### src/rtl/afba_ram.sv
`default_nettype none
module afba_ram #(
  parameter int WIDTH = 8,
  parameter int DEPTH = 16
) (
  input  wire logic                     clk,
  input  wire logic                     we,
  input  wire logic [$clog2(DEPTH)-1:0] waddr,
  input  wire logic [WIDTH-1:0]         wdata,
  input  wire logic [$clog2(DEPTH)-1:0] raddr,
  output logic      [WIDTH-1:0]         rdata
);
  logic [WIDTH-1:0] mem [DEPTH];

  always_ff @(posedge clk) begin
    if (we) begin
      mem[waddr] <= wdata;
    end
    rdata <= mem[raddr];
  end
endmodule
`default_nettype wire
### config.mk
export PLATFORM = sky130hd
export DESIGN_NAME = afba_ram
export DESIGN_NICKNAME = d
export VERILOG_FILES = /design/src/rtl/afba_ram.sv
export SDC_FILE = /design/constraint.sdc
export NUM_CORES = 1
export LEC_CHECK = 0
export BUFFER_PORTS_ARGS = -buffer_cell sky130_fd_sc_hd__buf_2
export CAP_MARGIN = 20
export CORE_ASPECT_RATIO = 1.75
export CORE_UTILIZATION = 50
export DETAILED_ROUTE_END_ITERATION = 16
export PLACE_DENSITY = 0.67
export RECOVER_POWER = 100
export SLEW_MARGIN = 20
export SYNTH_ARGS = -nofsm -noshare
export SYNTH_HDL_FRONTEND = slang
export SYNTH_SLANG_ARGS = --single-unit
### constraint.sdc
create_clock -name clk -period 2.56 [get_ports clk]
set_input_delay 0 -clock clk [delete_from_list [all_inputs] [get_ports clk]]
set_output_delay 0 -clock clk [all_outputs]
set_load 0.02 [all_outputs]
==> impl_metrics.py, run 1 <==
metrics = {
    "sta": {
        "slew_headroom_pct": 39.01,
        "worst_slew_pin_slew_ps": 911.4,
        "tns_ps": 0,
        "hold_slack_ps": 169.4,
        "hold_viol_final": 0,
        "drv_slew": 0,
        "grt_setup_unrepaired": "false",
        "setup_viol": 0,
        "finalWorstSetupSlack_ps": 752.8,
        "fin_crit_ps": 1807,
        "skew_ps": 4.360,
        "period_share_pct": 70.59,
        "fmax_mhz": 553.3,
    },
    "critical_path": {
        "endpoint_kind": "flop",
        "start_kind": "input pin",
        "critPathArrivalTime_ps": 2100,
        "worstPathRequired_ps": 2860,
        "crit_fanout": 20,
        "worstSetupPathType": "input pin to flop",
    },
    "layout": {
        "diodes": 0,
        "layout.nets": 303,
        "drive_gt1_share_pct": 19.13,
        "multiInputGateArea_sq_um": 1057,
        "fin_cells": 423,
        "fillCellCount": 717,
        "final_common_cell": "edfxtp_1",
        "areaGrowthSynthToFinish_pct": 18.98,
        "stdcell_area_sq_um": 6125,
        "final_cell_mix": "edfxtp_1 (128), clkbuf_1 (33), mux4_2 (18)",
        "seq_area_sq_um": 4004,
    },
    "clock_network": {
        "cts_buffer_depth": 2,
        "cts_buffers": 17,
        "clk-insertion-delay-late_ps": 410,
        "clock_sinks": 136,
        "path_clk_slew_ps": 60,
        "htree_levels": 4,
        "cts_resized": 0,
        "cts_tree": "built",
        "root_buffer": "clkbuf_16",
    },
    "global_routing": {
        "grt_pass1_wl_mm": 15.17,
        "grt_pass1_vias": 2580,
        "grt_usage_pct": 21.36,
        "grt_max_degree": 24,
        "antenna_found_initial": 0,
        "grt_overflow_total": 0,
    },
    "power_and_ir_drop": {
        "p_int_mw": 4.430,
        "p_clk_share_pct": 49.7,
        "p_per_area_nw_per_um2": 891.3,
        "p_sw_mw": 1.029,
        "vdd.ir_drop.worst_v": 0.0005903,
        "p_seq_share_pct": 45.9,
        "pwr-share-comb_pct": 4.4,
        "swShare_pct": 18.85,
        "p_leak_nw": 2.012,
    },
    "floorplan": {
        "rows": 48,
        "die_x_um": 78.70,
        "die_y_um": 136.2,
        "die-area_sq_um": 10720,
        "pin_count": 26,
        "start_util_pct": 51.94,
        "core_sq_um": 9910,
    },
    "placement": {
        "dp.cells": 383,
        "place_ws_ps": 716.3,
        "place_congestion": 0.7178,
        "portBuffers": 25,
        "placed_area_sq_um": 5460,
        "hpwl_mm": 6.646,
    },
    "detailed_routing": {
        "postRouteAntennaNets": 0,
        "vias_per_cell": 5.853,
        "dr.pass1.iters": 4,
        "wl_per_cell_um": 23.69,
        "drt_iter0_drc": 198,
        "routed_wl_mm": 10.02,
        "via_count": 2476,
        "drc": 0,
    },
    "logic_synthesis": {
        "syn-num-nets": 247,
        "postSynthAreaPerCell_sq_um": 22.48,
        "yosysWarnings": 0,
        "synth_seq_area_share_pct": 77.78,
        "syn_area_sq_um": 5147,
        "yosys.cell_types.count": 19,
        "synthCells": 229,
        "ys_ff_latch": 136,
    },
    "flow_run": {
        "maxCapViolations": 0,
    },
    "min_path": {
        "min_path_type": "input pin to flop",
    },
    "run_status": {
        "status": "finished, final reports clean",
    },
}
[per-stage QoR]
step | power, mW | utilization [%]
2_1_floorplan | 2.691 | -
3_3_place_gp | 2.788 | 55.10
3_5_place_dp | 2.796 | 55.10
4_1_cts | 5.513 | 62.66
5_1_grt | 5.603 | 61.81
6_report | 5.459 | 61.81
[worst paths after layout]
path / slack, ps / from / endpoint / depth (start not counted)
setup / recovery: 750 / raddr[0] / rdata[0] / 5
hold / removal: 170 / raddr[3] / rdata[2] / 4
setup reg to reg: 1120 / mem[7][4] / rdata[4] / 3
hold reg to reg: 680 / mem[15][2] / rdata[2] / 3
[repair_timing]
action | in CTS | in global routing
endpoints found under the hold margin | 128 | 0
hold buffers | 8 | 0
setup buffers | 0 | 0
[routing by layer]
metal / global-route usage, % / wire length, um / up-vias
met5: 0 / 0 / -
met4: 11.42 / 246 / 0
met3: 4.832 / 414 / 17
met2: 36.43 / 5478 / 88
met1: 24.88 / 3882 / 1283
li1: - / - / 1088
[power groups by stage]
stage	combinational [mW]	clock [mW]	sequential [mW]
after floorplan	0.126	0	2.56
after global placement	0.242	0	2.55
after detailed placement	0.247	0	2.55
after CTS	0.256	2.75	2.50
after global routing	0.258	2.84	2.51
final	0.239	2.72	2.50
[registers in the layout (all words and copies together), names as in the netlist]
signal / flops
mem: 128
rdata: 8
[critical path, cell delays in order]
cell,delay [ps]
buf_2,520
clkbuf_1,580
mux4_1,660
a22oi_1,260
nand2_1,80
[cells by family (layout without fill, tap and decap cells)]
group	Yosys count	count (layout)	share of synthesized area (%)
multiplexers	32	32	15.02
flip-flops	136	136	77.78
buffers and inverters	10	79	1.677
AND/OR/NAND/NOR	35	35	3.184
AO/OA/AOI/OAI	16	16	2.334
[synth_stat cells (all sizes together)]
library cell / number / area (sq um)
a22oi: 16 / 120.1
and2: 1 / 6.260
and2b: 1 / 7.510
buf: 7 / 56.30
clkdlybuf4s25: 3 / 30.03
dfxtp: 8 / 160.2
edfxtp: 128 / 3844
mux4: 32 / 773.2
nand2: 9 / 33.78
nand2b: 2 / 12.51
nand3: 1 / 5.000
nand3b: 2 / 15.01
nor2: 13 / 48.80
nor2b: 1 / 6.260
nor3: 4 / 20.02
or3b: 1 / 8.760
[area by class of cell]
class	instances	share of cell area, %
multi-input combinational	83	17.26
tap	125	2.554
timing repair buffer	47	3.882
clock inverter	13	3.698
sequential	136	65.37
clock buffer	19	7.232
(Power assumes the default switching activity.)
==> inputs of run 2 (changes only) <==
--- a/config.mk
+++ b/config.mk
@@ -10,7 +10,7 @@
 export CORE_ASPECT_RATIO = 1.75
 export CORE_UTILIZATION = 50
 export DETAILED_ROUTE_END_ITERATION = 16
-export PLACE_DENSITY = 0.67
+export PLACE_DENSITY = 0.7
 export RECOVER_POWER = 100
 export SLEW_MARGIN = 20
 export SYNTH_ARGS = -nofsm -noshare
==> constraint.sdc (replaced) <==
create_clock -name clk -period 1.45 [get_ports clk]
set_input_delay 0 -clock clk [delete_from_list [all_inputs] [get_ports clk]]
set_output_delay 0 -clock clk [all_outputs]
set_load 0.02 [all_outputs]
==> run 2 against run 1 <==
  * Sequential share of layout area decreased by 0.12 points
  * Total power rose by 62%
  * Highest routed layer unchanged
  * Utilization up 0.11 points
  * Largest power group is now registers
  * Worst hold slack lost 28 ps
  * Setup slack lost 630 ps
  * Non-clock buffer count grew 14
==> impl_metrics.py, run 2 (synthesis gave the netlist of run 1 again) <==
metrics = {
    "floorplan": {
        "start_util_pct": 51.94,
        "pin_count": 26,
        "core_sq_um": 9910,
        "die_y_um": 136.2,
        "die_x_um": 78.70,
        "die-area_sq_um": 10720,
        "rows": 48,
    },
    "critical_path": {
        "worst-path-buf-inv": 0,
        "cpMaxStageDelayCell": "mux4_1",
        "endpoint_kind": "flop",
        "slowest_delay_ps": 510,
        "critPathTopFamily": "multiplexers",
        "worstSetupPathType": "flop to flop",
        "worstPathRequired_ps": 1750,
        "path_cells": "mux4_1, a22oi_1, nand2_1",
        "start_kind": "flop",
        "crit_fanout": 1,
        "critPathArrivalTime_ps": 1620,
    },
    "detailed_routing": {
        "via_count": 2525,
        "wl_met1_mm": 3.839,
        "wl_per_cell_um": 23.20,
        "dr.pass1.iters": 4,
        "routed_wl_mm": 10.14,
        "topRoutingLayerUsed": "met4",
        "drc": 0,
        "dr_wl_met3_um": 520,
        "routed-wl-met2_mm": 5.611,
        "vias_per_cell": 5.778,
        "postRouteAntennaNets": 0,
        "drt_iter0_drc": 219,
    },
    "layout": {
        "diodes": 0,
        "drive_gt1_share_pct": 19.87,
        "largest_register": "mem",
        "largest_reg_flops": 128,
        "final_common_cell": "edfxtp_1",
        "areaGrowthSynthToFinish_pct": 19.20,
        "reg_top3": "mem (128), rdata (8)",
        "final_cell_mix": "edfxtp_1 (128), clkbuf_1 (42), mux4_2 (18)",
        "layout.nets": 317,
        "fillCellCount": 725,
    },
    "sta": {
        "drv_slew": 0,
        "worst_slew_pin_slew_ps": 741.4,
        "fmax_mhz": 756.1,
        "grt_setup_unrepaired": "false",
        "hold_viol_final": 0,
        "hold_slack_ps": 141.3,
        "fin_crit_ps": 1323,
        "slew_headroom_pct": 50.57,
        "skew_ps": 5.848,
        "period_share_pct": 91.21,
        "setup_viol": 0,
        "tns_ps": 0,
    },
    "power_and_ir_drop": {
        "p_per_area_nw_per_um2": 1445,
        "vdd.ir_drop.worst_v": 0.0009662,
        "p_leak_nw": 2.017,
    },
    "global_routing": {
        "grt_overflow_total": 0,
        "grt_max_degree": 33,
        "grt_usage_pct": 21.62,
        "antenna_found_initial": 0,
        "grt_pass1_wl_mm": 15.46,
        "grt_pass1_vias": 2698,
    },
    "min_path": {
        "min_path_type": "input pin to flop",
    },
    "placement": {
        "place_congestion": 0.7877,
        "hpwl_mm": 6.588,
        "portBuffers": 25,
    },
    "clock_network": {
        "clk-insertion-delay-late_ps": 420,
        "path_clk_slew_ps": 60,
        "cts_buffer_depth": 2,
        "post_cts_buffers": 0,
        "htree_levels": 4,
        "cts_tree": "built",
        "cts_resized": 0,
        "root_buffer": "clkbuf_16",
        "clock_sinks": 136,
        "cts_buffers": 17,
    },
    "flow_run": {
        "maxCapViolations": 0,
    },
    "run_status": {
        "status": "finished, final reports clean",
    },
}
-- run 2: cell types whose count changed in the layout (fill, tap and decap cells not counted), sizes merged --
cell,delta
clkinv,+4
bufinv,-5
inv,+2
buf,+6
clkbuf,+8
clkinvlp,-1
-- run 2: worst reg2reg max path: stages (launching register included) --
cell,delay [ps]
edfxtp_1,370
mux4_1,510
a22oi_1,230
nand2_1,90
-- run 2: repair_timing --
item	4_1_cts	5_1_grt
hold endpoints to repair	128	0
setup endpoints to repair	0	0
hold buffers	8	0
-- run 2: layer usage --
metal  track usage [%]  up-vias
met1             23.74     1310
li1                  -     1116
met2             37.44       87
met5                 0        -
met4             11.73        0
met3             6.040       12
-- run 2: cell type report --
cell class                 instances  area, sq um  area share, %
clock buffer                      19        432.9          7.055
clock inverter                    13        125.1          2.039
multi-input combinational         83         1057          17.23
sequential                       136         4004          65.25
tap                              125        156.4          2.549
timing repair buffer              61        360.3          5.873
-- run 2: stage by stage --
stage               power (mW)  instances  worst slack, ps  utilization, %  instance area, sq um
floorplan                4.751        229            183.9               -                  5152
global placement         4.943        397            41.04           56.59                  5608
detailed placement       4.963        397            12.39           56.59                  5608
CTS                      8.909        437            123.6           63.03                  6246
global route             9.117        437            56.46           61.92                  6136
finish                   8.863        437            127.4           61.92                  6136
-- run 2: path summary, 6_finish.rpt --
| check | start | end | slack, ps | depth (start not counted) |
|---|---|---|---|---|
| worst max-delay path | mem[1][3] | rdata[3] | 130 | 3 |
| worst min-delay path | waddr[0] | mem[4][5] | 140 | 3 |
| worst max register to register | mem[1][3] | rdata[3] | 130 | 3 |
| worst min register to register | mem[7][1] | rdata[1] | 680 | 3 |
-- run 2: power by group --
| part | leakage, nW | internal [mW] | switching [mW] |
|---|---|---|---|
| registers | 1.22 | 4.40 | 0.0269 |
| logic | 0.525 | 0.187 | 0.262 |
| clock network | 0.268 | 2.37 | 1.62 |
| total | 2.02 | 6.96 | 1.91 |
==> inputs of run 3 (changes only) <==
--- a/config.mk
+++ b/config.mk
@@ -12,6 +12,7 @@
 export DETAILED_ROUTE_END_ITERATION = 16
 export PLACE_DENSITY = 0.7
 export RECOVER_POWER = 100
+export SETUP_SLACK_MARGIN = 0.5
 export SLEW_MARGIN = 20
 export SYNTH_ARGS = -nofsm -noshare
 export SYNTH_HDL_FRONTEND = slang
==> run 3 against run 2 <==
  * Final area fell by 1.4%
  * Non-clock buffer count shrank 4
  * Routed wire length decreased by 6.7%
  * Cell count down 0.92%
  * Critical path type unchanged
  * Largest cell class unchanged
  * Die area stayed put
  * Total power shrank 2.9%
==> impl_metrics.py, run 3 (synthesis gave the netlist of run 1 again) <==
metrics = {
    "floorplan": {
        "pin_count": 26,
        "die_y_um": 136.2,
        "start_util_pct": 51.94,
        "die_x_um": 78.70,
        "core_sq_um": 9910,
        "die-area_sq_um": 10720,
        "rows": 48,
    },
    "placement": {
        "dp.cells": 393,
        "portBuffers": 25,
        "placed_area_sq_um": 5569,
        "place_ws_ps": 71.92,
        "hpwl_mm": 6.396,
        "place_congestion": 0.7398,
    },
    "sta": {
        "hold_slack_ps": 186.5,
        "worst_slew_pin_slew_ps": 813.9,
        "drv_slew": 0,
        "period_share_pct": 87.62,
        "hold_viol_final": 0,
        "tns_ps": 0,
        "grt_setup_unrepaired": "true",
        "slew_headroom_pct": 45.54,
        "finalWorstSetupSlack_ps": 179.5,
        "fin_crit_ps": 1271,
        "skew_ps": 9.404,
        "fmax_mhz": 787.1,
        "setup_viol": 0,
    },
    "critical_path": {
        "worstPathRequired_ps": 1740,
        "start_kind": "flop",
        "r2r_cells": 3,
        "r2r-end": "rdata[7]",
        "critPathArrivalTime_ps": 1560,
        "crit_fanout": 1,
        "endpoint_kind": "flop",
        "endpoint": "rdata[7]",
        "r2r_start": "mem[7][7]",
        "crit_start": "mem[7][7]",
        "reg2reg_slack_ps": 180,
        "worstSetupPathType": "flop to flop",
    },
    "layout": {
        "layout.nets": 313,
        "diodes": 0,
        "seq_area_sq_um": 4005,
        "largest_register": "mem",
        "multiInputGateArea_sq_um": 1044,
        "stdcell_area_sq_um": 6051,
        "reg_top3": "mem (128), rdata (8)",
        "fin_cells": 433,
        "largest_reg_flops": 128,
        "final_common_cell": "edfxtp_1",
        "areaGrowthSynthToFinish_pct": 17.55,
        "final_cell_mix": "edfxtp_1 (128), clkbuf_1 (42), mux4_2 (32)",
        "drive_gt1_share_pct": 26.30,
        "fillCellCount": 742,
        "post-route-util_pct": 61.06,
    },
    "global_routing": {
        "antenna_found_initial": 0,
        "grt_pass1_wl_mm": 14.66,
        "grt_max_degree": 23,
        "grt_pass1_vias": 2638,
        "grt_overflow_total": 0,
        "grt_usage_pct": 20.12,
    },
    "power_and_ir_drop": {
        "vdd.ir_drop.worst_v": 0.0008648,
        "finalPower_mw": 8.607,
        "p_leak_nw": 1.944,
        "p_per_area_nw_per_um2": 1422,
    },
    "clock_network": {
        "cts_buffer_depth": 2,
        "root_buffer": "clkbuf_16",
        "cts_buffers": 17,
        "path_clk_slew_ps": 50,
        "htree_levels": 4,
        "post_cts_buffers": 0,
        "cts_tree": "built",
        "clock_sinks": 136,
        "clk-insertion-delay-late_ps": 410,
    },
    "detailed_routing": {
        "wl_per_cell_um": 21.85,
        "postRouteAntennaNets": 0,
        "vias_per_cell": 5.561,
        "drt_iter0_drc": 163,
        "dr.pass1.iters": 4,
        "routed_wl_mm": 9.459,
        "via_count": 2408,
        "drc": 0,
    },
    "flow_run": {
        "maxCapViolations": 0,
    },
    "run_status": {
        "status": "finished, final reports clean",
    },
    "min_path": {
        "min_from": "raddr[2]",
        "min_path_type": "input pin to flop",
    },
}
==> run 3: changes by cell type in the layout (fill, tap and decap cells not counted), moves of 3 or more <==
cell,change
mux4_1,-14
nor2_1,-7
clkinv_4,-6
buf_4,+5
mux4_2,+14
clkbuf_8,+3
nor2_2,+7
==> run 3: area by class of cell <==
class | instances | share of cell area [%]
Clock buffer | 27 | 8.147
Clock inverter | 5 | 0.3929
Multi-Input combinational cell | 83 | 17.25
Sequential cell | 136 | 66.19
Tap cell | 125 | 2.585
Timing Repair Buffer | 57 | 5.438
==> run 3: repair_timing <==
item	4_1_cts	5_1_grt
pin swaps	2	0
resized for setup	8	2
endpoints found under the hold margin	128	0
endpoints found under the setup margin	9	9
hold buffers	8	0
==> run 3: worst max-delay path, cell delays in order (launching register included) <==
cell      delay, ps
edfxtp_1        360
mux4_2          490
a22oi_1         200
nand2_1         100
==> run 3: per-layer routing <==
metal	track usage, %	part of all wire [%]	vias up
li1	-	-	1089
met1	22.48	38	1251
met2	35.65	57	61
met3	6.040	3.7	7
met4	7.716	1.1	0
met5	0	0	-
==> run 3: worst min-delay path by stage <==
stage / end / slack (ps) / cells after the start
2_1_floorplan: mem[0][0] / 100 / 0
3_3_place_gp: mem[14][2] / 370 / 1
3_5_place_dp: mem[4][2] / 390 / 1
4_1_cts: mem[3][3] / 150 / 3
5_1_grt: rdata[4] / 210 / 4
6_report: rdata[3] / 190 / 5
==> run 3: report_power, final <==
| part | switching, mW | total (mW) | leakage (nW) | internal (mW) |
|---|---|---|---|---|
| logic | 0.263 | 0.453 | 0.464 | 0.190 |
| registers | 0.0260 | 4.43 | 1.22 | 4.40 |
| clock network | 1.43 | 3.73 | 0.257 | 2.30 |
| total | 1.72 | 8.61 | 1.94 | 6.89 |
